$ cat src/sv/sequence_reorder_buffer_assert.svh
// Assertion macros for the sequence reorder buffer, used by sqrb_dp.
// Depends on nothing; included by the files that carry assertions.
`ifndef SEQUENCE_REORDER_BUFFER_ASSERT_SVH
`define SEQUENCE_REORDER_BUFFER_ASSERT_SVH

// Same-cycle implication, disabled while reset is asserted.
`define SQRB_ASSERT_IMP(label, clk, rstn, ante, cons) \
    label: assert property (@(posedge clk) disable iff (!(rstn)) (ante) |-> (cons)) \
        else $error("sqrb assertion failed");

// Next-cycle implication, disabled while reset is asserted.
`define SQRB_ASSERT_NXT(label, clk, rstn, ante, cons) \
    label: assert property (@(posedge clk) disable iff (!(rstn)) (ante) |=> (cons)) \
        else $error("sqrb assertion failed");

`endif

$ cat src/sv/sqrb_pkg.sv
// Shared types and constants for the sequence reorder buffer.
// Used by the controller, the datapath and the top level; depends on nothing.
package sqrb_pkg;

    // Fixed field widths of the request and result channels.
    localparam int SEQ_W    = 16;
    localparam int HANDLE_W = 32;
    localparam int LEN_W    = 16;

    // Defaults for the top-level parameters.
    localparam int SLOT_COUNT_DEF = 16;
    localparam int SEQ_BITS_DEF   = 16;

    // Commands from the controller to the datapath.
    typedef struct packed {
        logic load_in;     // capture the accepted request
        logic advance;     // bump the expected sequence number
        logic write_slot;  // park the held request in the first free slot
        logic scan;        // register the slot match vector
        logic emit;        // load the output register from the held block
        logic emit_ovf;    // result is an overflow drop
        logic emit_last;   // result is the last for this request
        logic release_hit; // free the matched slot and read its data
        logic load_slot;   // move the read slot data into the held block
    } sqrb_cmd_t;

    // Status from the datapath to the controller.
    typedef struct packed {
        logic in_order;  // held block carries the expected number
        logic free_any;  // at least one slot is free
        logic hit;       // a parked block matches the expected number
        logic out_free;  // output register can take a result this cycle
    } sqrb_status_t;

endpackage

$ cat src/sv/sqrb_ctrl.sv
// Controller state machine of the sequence reorder buffer.
// Depends on sqrb_pkg; drives sqrb_dp through command and status structs.
module sqrb_ctrl
    import sqrb_pkg::*;
(
    input  logic         aclk,
    input  logic         aresetn,
    input  logic         s_valid,
    output logic         s_ready,
    input  sqrb_status_t status,
    output sqrb_cmd_t    cmd
);

    typedef enum logic [2:0] {
        ST_IDLE,
        ST_CHECK,
        ST_SCAN,
        ST_LOOK,
        ST_FETCH
    } state_t;

    state_t state_reg, state_next;
    logic   ready_reg;

    assign s_ready = ready_reg;

    // Next state and command decode.
    always_comb begin
        state_next = state_reg;
        cmd        = '0;
        case (state_reg)
            ST_IDLE: begin
                if (s_valid) begin
                    cmd.load_in = 1'b1;
                    state_next  = ST_CHECK;
                end
            end
            ST_CHECK: begin
                if (status.in_order) begin
                    cmd.advance = 1'b1;
                    state_next  = ST_SCAN;
                end else if (status.free_any) begin
                    cmd.write_slot = 1'b1;
                    state_next     = ST_IDLE;
                end else if (status.out_free) begin
                    cmd.emit      = 1'b1;
                    cmd.emit_ovf  = 1'b1;
                    cmd.emit_last = 1'b1;
                    state_next    = ST_IDLE;
                end
            end
            ST_SCAN: begin
                cmd.scan   = 1'b1;
                state_next = ST_LOOK;
            end
            ST_LOOK: begin
                // Emit the held block; last when nothing parked follows it.
                if (status.out_free) begin
                    cmd.emit      = 1'b1;
                    cmd.emit_last = !status.hit;
                    if (status.hit) begin
                        cmd.release_hit = 1'b1;
                        cmd.advance     = 1'b1;
                        state_next      = ST_FETCH;
                    end else begin
                        state_next = ST_IDLE;
                    end
                end
            end
            ST_FETCH: begin
                cmd.load_slot = 1'b1;
                cmd.scan      = 1'b1;
                state_next    = ST_LOOK;
            end
            default: begin
                state_next = ST_IDLE;
            end
        endcase
    end

    // State and registered ready.
    always_ff @(posedge aclk) begin
        if (!aresetn) begin
            state_reg <= ST_IDLE;
            ready_reg <= 1'b1;
        end else begin
            state_reg <= state_next;
            ready_reg <= (state_next == ST_IDLE);
        end
    end

endmodule

$ cat src/sv/sqrb_dp.sv
// Datapath of the sequence reorder buffer: slot table, counters, output register.
// Depends on sqrb_pkg and sequence_reorder_buffer_assert.svh; driven by sqrb_ctrl.
`include "sequence_reorder_buffer_assert.svh"

module sqrb_dp
    import sqrb_pkg::*;
#(
    parameter int SLOT_COUNT = SLOT_COUNT_DEF,
    parameter int SEQ_BITS   = SEQ_BITS_DEF
) (
    input  logic                aclk,
    input  logic                aresetn,
    input  sqrb_cmd_t           cmd,
    output sqrb_status_t        status,
    input  logic [SEQ_W-1:0]    s_sequence_req,
    input  logic [HANDLE_W-1:0] s_payload_handle,
    input  logic [LEN_W-1:0]    s_block_length,
    output logic                m_valid,
    input  logic                m_ready,
    output logic [SEQ_W-1:0]    m_out_sequence,
    output logic [HANDLE_W-1:0] m_out_handle,
    output logic [LEN_W-1:0]    m_out_length,
    output logic                m_overflow,
    output logic                m_last
);

    localparam int SLOT_W  = $clog2(SLOT_COUNT);
    localparam int DATA_W  = HANDLE_W + LEN_W;
    localparam int CMP_W   = (SEQ_BITS > SEQ_W) ? SEQ_BITS : SEQ_W;
    localparam logic [SEQ_W-1:0] SEQ_MASK =
        (SEQ_BITS >= SEQ_W) ? {SEQ_W{1'b1}} : SEQ_W'((64'd1 << SEQ_BITS) - 64'd1);

    // Slot table: tags and valid bits in flops, block data in a memory.
    logic [SLOT_COUNT-1:0] valid_reg;
    logic [SEQ_W-1:0]      tag_reg [SLOT_COUNT];
    logic [DATA_W-1:0]     data_mem [SLOT_COUNT];
    logic [DATA_W-1:0]     rd_data_reg;

    logic [SEQ_BITS-1:0]   expected_reg;
    logic [SEQ_W-1:0]      pend_seq_reg;
    logic [HANDLE_W-1:0]   pend_handle_reg;
    logic [LEN_W-1:0]      pend_len_reg;
    logic [SLOT_COUNT-1:0] match_reg;
    logic [SLOT_W-1:0]     hit_idx_reg;

    logic                  m_valid_reg;
    logic [SEQ_W-1:0]      m_seq_reg;
    logic [HANDLE_W-1:0]   m_handle_reg;
    logic [LEN_W-1:0]      m_len_reg;
    logic                  m_ovf_reg;
    logic                  m_last_reg;

    logic [CMP_W-1:0]      expected_ext;
    logic [SLOT_W-1:0]     free_idx;
    logic [SLOT_W-1:0]     hit_idx;
    logic                  out_free;

    assign expected_ext = CMP_W'(expected_reg);
    assign out_free     = !m_valid_reg || m_ready;

    // Lowest free slot and lowest matching slot.
    always_comb begin
        free_idx = '0;
        hit_idx  = '0;
        for (int i = SLOT_COUNT - 1; i >= 0; i--) begin
            if (!valid_reg[i]) begin
                free_idx = SLOT_W'(i);
            end
            if (match_reg[i]) begin
                hit_idx = SLOT_W'(i);
            end
        end
    end

    assign status.in_order = (CMP_W'(pend_seq_reg) == expected_ext);
    assign status.free_any = !(&valid_reg);
    assign status.hit      = |match_reg;
    assign status.out_free = out_free;

    // Expected counter, valid bits and output valid.
    always_ff @(posedge aclk) begin
        if (!aresetn) begin
            expected_reg <= '0;
            valid_reg    <= '0;
            m_valid_reg  <= 1'b0;
        end else begin
            if (cmd.advance) begin
                expected_reg <= expected_reg + 1'b1;
            end
            if (cmd.write_slot) begin
                valid_reg[free_idx] <= 1'b1;
            end
            if (cmd.release_hit) begin
                valid_reg[hit_idx] <= 1'b0;
            end
            if (cmd.emit) begin
                m_valid_reg <= 1'b1;
            end else if (m_ready) begin
                m_valid_reg <= 1'b0;
            end
        end
    end

    // Held block, match vector and slot tags.
    always_ff @(posedge aclk) begin
        if (cmd.load_in) begin
            pend_seq_reg    <= s_sequence_req & SEQ_MASK;
            pend_handle_reg <= s_payload_handle;
            pend_len_reg    <= s_block_length;
        end else if (cmd.load_slot) begin
            pend_seq_reg    <= tag_reg[hit_idx_reg];
            pend_handle_reg <= rd_data_reg[HANDLE_W-1:0];
            pend_len_reg    <= rd_data_reg[DATA_W-1:HANDLE_W];
        end
        if (cmd.scan) begin
            for (int i = 0; i < SLOT_COUNT; i++) begin
                match_reg[i] <= valid_reg[i] && (CMP_W'(tag_reg[i]) == expected_ext);
            end
        end
        if (cmd.write_slot) begin
            tag_reg[free_idx] <= pend_seq_reg;
        end
        if (cmd.release_hit) begin
            hit_idx_reg <= hit_idx;
        end
    end

    // Block data memory: one write port, one registered read port.
    always_ff @(posedge aclk) begin
        if (cmd.write_slot) begin
            data_mem[free_idx] <= {pend_len_reg, pend_handle_reg};
        end
        if (cmd.release_hit) begin
            rd_data_reg <= data_mem[hit_idx];
        end
    end

    // Output register payload.
    always_ff @(posedge aclk) begin
        if (cmd.emit) begin
            m_seq_reg    <= pend_seq_reg;
            m_handle_reg <= pend_handle_reg;
            m_len_reg    <= pend_len_reg;
            m_ovf_reg    <= cmd.emit_ovf;
            m_last_reg   <= cmd.emit_last;
        end
    end

    assign m_valid        = m_valid_reg;
    assign m_out_sequence = m_seq_reg;
    assign m_out_handle   = m_handle_reg;
    assign m_out_length   = m_len_reg;
    assign m_overflow     = m_ovf_reg;
    assign m_last         = m_last_reg;

    // The output register is only loaded when it is empty or being drained.
    `SQRB_ASSERT_IMP(a_emit_room, aclk, aresetn, cmd.emit, out_free)
    // A released slot must be valid and hold the expected number.
    `SQRB_ASSERT_IMP(a_release_hit, aclk, aresetn, cmd.release_hit, status.hit && valid_reg[hit_idx])
    // Parking only happens for an out-of-order block with room in the table.
    `SQRB_ASSERT_IMP(a_park_ok, aclk, aresetn, cmd.write_slot, status.free_any && !status.in_order)
    // Slot data is moved into the held block right after its memory read.
    `SQRB_ASSERT_IMP(a_fetch_order, aclk, aresetn, cmd.load_slot, $past(cmd.release_hit))

endmodule

$ cat src/sv/sequence_reorder_buffer.sv
// Top level of the sequence reorder buffer.
// Depends on sqrb_pkg, sqrb_ctrl and sqrb_dp.
//
// Usage: requests arrive on the s_ channel (valid/ready) carrying a sequence
// number, a data handle and a byte length. Results leave on the m_ channel
// (valid/ready), one per cycle at most, in sequence order.
// A request with the expected number is released together with every parked
// block that follows it in sequence; m_last marks the final result of the
// request. Any other request is parked in the lowest free slot and gives no
// result. With the table full it gives one result with m_overflow and m_last
// set, and the block is dropped.
// Flow: a parked request holds s_ready low for one cycle while it is parked,
// after which the next request can be accepted. An in-order request passes
// through the CHECK, SCAN and LOOK states to the output register, and the
// next request is accepted once its last result is emitted; each further parked
// block follows via FETCH and LOOK, bounded by the match-then-read memory loop.
// Reset clears the expected number to zero, empties every slot and drops any
// result held in the output register. A stalled receiver holds the block in
// its current step; the held result stays on m_ until m_ready is seen.
module sequence_reorder_buffer
    import sqrb_pkg::*;
#(
    parameter int SLOT_COUNT = SLOT_COUNT_DEF,
    parameter int SEQ_BITS   = SEQ_BITS_DEF
) (
    input  logic                aclk,
    input  logic                aresetn,
    input  logic                s_valid,
    output logic                s_ready,
    input  logic [SEQ_W-1:0]    s_sequence_req,
    input  logic [HANDLE_W-1:0] s_payload_handle,
    input  logic [LEN_W-1:0]    s_block_length,
    output logic                m_valid,
    input  logic                m_ready,
    output logic [SEQ_W-1:0]    m_out_sequence,
    output logic [HANDLE_W-1:0] m_out_handle,
    output logic [LEN_W-1:0]    m_out_length,
    output logic                m_overflow,
    output logic                m_last
);

    sqrb_cmd_t    cmd;
    sqrb_status_t status;

    // Sequencing of each request.
    sqrb_ctrl u_ctrl (
        .aclk    (aclk),
        .aresetn (aresetn),
        .s_valid (s_valid),
        .s_ready (s_ready),
        .status  (status),
        .cmd     (cmd)
    );

    // Slot table, counters and output register.
    sqrb_dp #(
        .SLOT_COUNT (SLOT_COUNT),
        .SEQ_BITS   (SEQ_BITS)
    ) u_dp (
        .aclk             (aclk),
        .aresetn          (aresetn),
        .cmd              (cmd),
        .status           (status),
        .s_sequence_req   (s_sequence_req),
        .s_payload_handle (s_payload_handle),
        .s_block_length   (s_block_length),
        .m_valid          (m_valid),
        .m_ready          (m_ready),
        .m_out_sequence   (m_out_sequence),
        .m_out_handle     (m_out_handle),
        .m_out_length     (m_out_length),
        .m_overflow       (m_overflow),
        .m_last           (m_last)
    );

endmodule

$ cat config.mk
export PLATFORM = sky130hd
export DESIGN_NAME = sequence_reorder_buffer
export DESIGN_NICKNAME = d
export VERILOG_FILES = /design/src/sv/sqrb_pkg.sv /design/src/sv/sqrb_ctrl.sv /design/src/sv/sqrb_dp.sv /design/src/sv/sequence_reorder_buffer.sv
export VERILOG_INCLUDE_DIRS = /design/src /design/src/sv
export SDC_FILE = /design/constraint.sdc
export NUM_CORES = 1
export LEC_CHECK = 0
export BUFFER_PORTS_ARGS = -buffer_cell sky130_fd_sc_hd__buf_2
export CORE_UTILIZATION = 60
export DETAILED_ROUTE_END_ITERATION = 10
export PLACE_DENSITY = 0.86
export SLEW_MARGIN = 20
export SYNTH_ARGS = -nofsm -noshare
export SYNTH_HDL_FRONTEND = slang
export SYNTH_HIERARCHICAL = 1
export SYNTH_SLANG_ARGS = --single-unit
$ cat constraint.sdc
create_clock -name aclk -period 14.55 [get_ports aclk]
set_input_delay 2.91 -clock aclk [delete_from_list [all_inputs] [get_ports aclk]]
set_output_delay 2.91 -clock aclk [all_outputs]
set_load 0.01 [all_outputs]
**After elaboration in Yosys (flattened, before gate mapping)**

Memories as Yosys holds them, arrays and structs flattened. A register that Yosys moved wholly into a read port is not among the register bits.
Index checks and enable logic that the tools add are counted.

- Magnitude comparators: 4
- Multiplexer cells: 76
- Bitwise logic cells: 5
- Add/sub/neg operators: 1
- Equal/unequal tests: 21
- Reduce and logical (&&, ||, !) cells: 29

Operator list:

| cell | count |
|---|---|
| $eq A16 B16 Y1 | 17 |
| $mux W4 | 33 |
| $mux W16 | 7 |
| $mux W32 | 2 |
| $mux W3 | 9 |
| $logic_and A1 B1 Y1 | 18 |
| $mux W1 | 18 |
| $add A16 B1 Y16 const B | 1 |
| $and A16 B16 Y16 | 1 |
| $not A16 Y16 | 1 |
| $or A16 B16 Y16 | 1 |
| $reduce_and A16 Y1 | 1 |
| $reduce_or A16 Y1 | 1 |
| $pmux W3 S4 | 1 |
| $lt A4 B5 Y1 const B | 2 |
| $demux W1 S4 | 2 |
| $ge A4 B1 Y1 const B | 2 |
| $eq A3 B2 Y1 const B | 2 |
| $logic_not A3 Y1 | 2 |
| $pmux W1 S2 | 3 |
| $reduce_bool A2 Y1 | 2 |
| $eq A3 B1 Y1 const B | 1 |
| $eq A3 B3 Y1 const B | 1 |
| $reduce_or A3 Y1 | 1 |
| other kinds (5) | 7 |

- Flip-flop bits (word level): 187
- Memory bits (writable): 1024
- Memories kept: 2
- Output and inout port bits: 68
- Bits of input ports: 68
- Word-level logic and storage cells: 153

Memory list:

| memory | words | bits a word | read ports | clocked after memory_dff | wr ports | RTL line | text |
|---|---|---|---|---|---|---|---|
| u_dp.data_mem | 16 | 48 | 1 | 1 | 1 | sqrb_dp.sv:36 | `logic [DATA_W-1:0] data_mem [SLOT_COUNT];` |
| u_dp.tag_reg | 16 | 16 | 17 | 1 | 1 | sqrb_dp.sv:35 | `logic [SEQ_W-1:0] tag_reg [SLOT_COUNT];` |

**Logic depth before layout (Yosys ltp)**

- Word-level depth: 25
- Gate-level depth with buffers: 12
- Gate-level depth less buffers: 10

**Hierarchy**

Netlist, hierarchy kept.

Modules (own cells, without submodules):

| module | area an instance (sq um) | instances | seq. area each (sq um) | cells each |
|---|---|---|---|---|
| sqrb_dp | 50718.6 | 1 | 37435.9 | 3051 |
| sqrb_ctrl | 321.6 | 1 | 80.1 | 44 |

**Least setup slack after synthesis**

Ideal clock, no wire load.

- Kind: in2reg
- From: in m_ready
- To: reg u_dp.m_last_reg, in the netlist u_dp/m_last, enable pin
- Cell stages on the path: 4
- Library setup time: 493 ps
- Arrival time: 6033 ps
- Slack: 8024 ps
- Data required time: 14057 ps
- Buffers on the path: 1
- Path through: nand2b_1 > buf_4 > nand2_1 > nor2_1

RTL lines:

| what | RTL line | text |
|---|---|---|
| start: declaration | sequence_reorder_buffer.sv:34 | `input logic m_ready,` |
| end signal: assignment | sqrb_dp.sv:145 | `m_last_reg <= cmd.emit_last;` |
| end: declaration | sqrb_dp.sv:51 | `logic m_last_reg;` |

**Worst setup path in the final report**

- From: reg u_dp.match_reg[3]
- To: reg u_dp.rd_data_reg[11] (read register of u_dp.data_mem), data pin

- Word-level cells in the longest chain between the ends: 4
- Elaborated cells between the ends (all ways): 8
- Classes of those cells: 7 x mux; 1 x reduce/logical

RTL lines:

| what | RTL line | text |
|---|---|---|
| start: declaration | sqrb_dp.sv:43 | `logic [SLOT_COUNT-1:0] match_reg;` |
| start signal: indexed assignment | sqrb_dp.sv:117 | `match_reg[i] <= valid_reg[i] && (CMP_W'(tag_reg[i]) == expected_ext);` |
| $reduce_or A16 Y1 or $mux W4 (tied branches) | sqrb_dp.sv:77, sqrb_dp.sv:69 |  |
| $mux W1 or $mux W4 (tied branches) | sqrb_ctrl.sv:61, sqrb_dp.sv:69 |  |
| $mux W2 or $mux W4 (tied branches) | sqrb_ctrl.sv:58, sqrb_dp.sv:69 |  |
| $mux W1 or $mux W4 (tied branches) | sqrb_ctrl.sv:31, sqrb_dp.sv:69 |  |
| end: declaration | sqrb_dp.sv:37 | `logic [DATA_W-1:0] rd_data_reg;` |

Parallel ways exist; a longest one is shown, timed or not.
A chain may end at the register's enable or synchronous reset.

==> summary.md <==
| Metric | Value |
|---|---|
| CP peak stage delay | 0.92 ns |
| Drt total wl | 135,000 um |
| Post-synth EDFFs | between 1k and 1.5k |
| Die width | 294 um |
| Area of the mapped netlist | 51,000 um2 |
| Site Rows | 106 |
| GRT overflow | 0 |
| Worst flop-to-flop path startpoint | u_dp/match_reg[3] |
| Share of the synthesized area in the top cell type | 0.719 |
| Setup TNS | 0 ns |
| Max reg flops | 768 |
| Crit end category | register |
| Mapped Cells | 3,095 |
| Post-synthesis mux area share | 0.0940 |
| Worst-margin pin slew | 1.36 ns |
| Worst-path cell chain | nor2b_1 -> o21ba_4 -> buf_4 -> nor2_4 -> buf_4 -> buf_12 -> mux2_1 -> a2111oi_0 -> or4b_1 |
| Fill cell count | 4,989 |
| Ys Warns | 6 |
| CTS Hold Bufs | 0 |
| Synth Area in XOR/XNOR | 0.0494 |
| Most common cell after layout, fill and taps aside | edfxtp_1 |
| Net Sw Power | 1.46 mW |
| WHS Path Cells | 1 |
| Die H | 294 um |
| End of the worst register-to-register path | u_dp/rd_data_reg[11] |
| GRT Overall Usage | 0.312 |
| Hold WC Path Type | reg2reg |
| Wire length per cell | 30.2 um |
| Sequential cell area | 37,500 um2 |
| Compound-Gate Fraction of Synth Area | 0.0478 |
| Vias in the first global route | 30.2k |
| Router iterations before antenna repair | 8 |
| Clock sink count | approximately 1.3k |
| # DRC | 0 |
| CP Data Required Time | 15.00 ns |
| Reg2reg path depth | 9 |
| Total chip power | 7.29 mW |
| Area share of fa/ha/maj cells after synthesis | 0.000245 |
| GPL Wtd Cong | 1.06 |
| Final hold viol count | 0 |
| Sw Ratio | 0.200 |
| Int Power | 5.83 mW |
| Max IR drop VDD | ~0.13 mV |
| Worst Clk Skew | 0.0571 ns |
| Simple-gate portion of the synthesized area | 0.0579 |
| Longest Clk Path Bufs | 3 |
| RSZ-0062 raised after global routing | false |
| Comb power frac | 0.010 |
| Combinational family with the most area after synthesis | multiplexers |
| Setup violators final | 0 |
| DR vias/cell | 6.82 |
| DIE AREA | about 86,000 um2 |
| Post-synth top area cell | edfxtp_1 |
| Post-cts sizing count | 0 |
| Core box area | 84,000 um2 |
| Sequential power share | 0.559 |
| H-Tree Depth | 3 |
| Top cells by area, synth | edfxtp_1 72%, mux2i_1 4.4%, mux4_2 3.5% |
| Area of the multi-input gates | 13,000 um2 |
| Status | finished, final reports clean |
| Final cell count without fillers | around 4.5k |
| Min Tclk post-route | ~5.1 ns |
| Most frequent cells in the layout | 1,222 x edfxtp_1, 234 x nand2_1, 224 x mux2i_1 |
| CP Launch Type | register |
| CTS tree | built |
| Share of layout cells above drive strength 1 | 0.174 |
| First-pass GRT wire length | 195,000 um |
| Worst skew pair latency | 0.73 ns |
| Avg Inst Size Synth | between 15 and 20 um2 |
| Final nets | 3,300 |
| Register area share after synthesis | 0.735 |
| Leak | 19.1 nW |
| Port bufs | ~140 |
| Max Cap Viol | 0 |
| Crit path DAT | 5.57 ns |
| Syn-to-layout area delta | 12.0% |
| Inserted Clock Buffers | 117 |
| Initial DRC Count | 4,980 |
| Pwr dens | 127 nW/um2 |
| Slowest CP cell | buf_4 |
| Via count | 30.5k |
| Initial antenna violation count | 1 |
| Count of pins over their slew limit | 0 |
| Kind of critical path | reg2reg |
| Synth Register Bits | 1,263 |
| CTS root buffer | clkbuf_16 |
| Placed cell count | about 4.2k |
| Initial Util | 0.608 |
| Final period util | 0.352 |
| CTS clk-pin slew, worst paths | 0.07 ns |
| Post-CTS repair timing setup buffer count | 0 |
| Netlist cell types | 54 |
| Syn nets | 3,164 |
| Largest net degree at the start of global routing | roughly 170 |
| Hold_sp | u_dp/hit_idx_reg[3] |
| Clock share of power | 0.431 |
| Rel. slew slack | 0.0859 |
| R2r setup slk | 9.43 ns |
| IO Count | ~140 |
| Post-DRT Antenna Nets | 0 |
| Top_reg_cell synth | edfxtp_1 |
| Fmax achieved | 195 MHz |
| Async SR Flop Fraction | 0 |
| DPL Wire Length | 73,300 um |
| Most used cell, CP | buf_4 |
| Worst Path Max Fanout | 167 |
## critical path, delay by kind of cell (launching register included)
kind                   cells  cell delay [ns]
buffers and inverters      3             2.16
and+or+nand+nor            3             1.01
muxes                      1             0.38
DFF                        1             0.49
AOI/OAI and AO/OA          2             0.65
## power groups by stage
stage                     combinational (mW)  sequential (mW)  clock, mW
after floorplan                       0.0380             4.12          0
after global placement                0.0718             4.14          0
after detailed placement              0.0740             4.15          0
after CTS                             0.0753             4.07       3.15
after global routing                  0.0796             4.07       3.29
final                                 0.0763             4.07       3.14
## worst max-delay path by stage
stage	start	to	cells past startpoint
2_1_floorplan	m_ready	u_dp/m_last	4
3_3_place_gp	s_valid	u_dp/pend_seq_reg[1]	5
6_report	u_dp/match_reg[3]	u_dp/rd_data_reg[11]	9
3_5_place_dp	s_valid	u_dp/pend_seq_reg[1]	5
4_1_cts	u_dp/match_reg[3]	u_dp/rd_data_reg[11]	9
5_1_grt	u_dp/match_reg[3]	u_dp/rd_data_reg[11]	9
## per-stage QoR
step           hold WS, ns  area [um2]  setup slack, ns  utilization
2_1_floorplan        0.449       51000             8.02            -
3_3_place_gp         0.454       53100             9.17        0.633
3_5_place_dp         0.468       53200             9.08        0.633
4_1_cts              0.484       57200             9.49        0.681
5_1_grt              0.512       57200             9.22        0.681
6_report             0.490       57200             9.43        0.681
## per-layer routing
metal,part of all wire,GRT usage
met1,0.35,0.415
met2,0.46,0.482
met3,0.14,0.0801
met4,0.050,0.156
met5,0,0
## Yosys cell counts, drive strengths merged, types with 33 or more instances
library cell	n
edfxtp	1222
nand2	237
mux2i	224
xnor2	198
clkbuf	129
o22ai	96
xor2	90
mux4	80
a21oi	79
nor3	72
mux2	67
a31oi	66
buf	59
nand4	57
or4	51
nor2	48
nand3	45
o21ai	44
dfxtp	41
nor4	41
a21o	33
## cell families after synthesis
kind of cell	count (synthesis)
flip-flops	1263
AND/OR/NAND/NOR	595
AO/OA/AOI/OAI	377
multiplexers	371
XOR/XNOR	288
buffers and inverters	200
adder cells (fa/ha/maj)	1
## layout make-up
type / count / area share
Antenna cell: 2 / 0.0000876
Inverter: 12 / 0.000832
Clock inverter: 75 / 0.0148
Sequential cell: 1263 / 0.656
Tap cell: 1134 / 0.0248
Multi-Input combinational cell: 1632 / 0.227
Clock buffer: 147 / 0.0548
Timing Repair Buffer: 205 / 0.0216
Note: power is estimated with default switching activity, not from simulation.
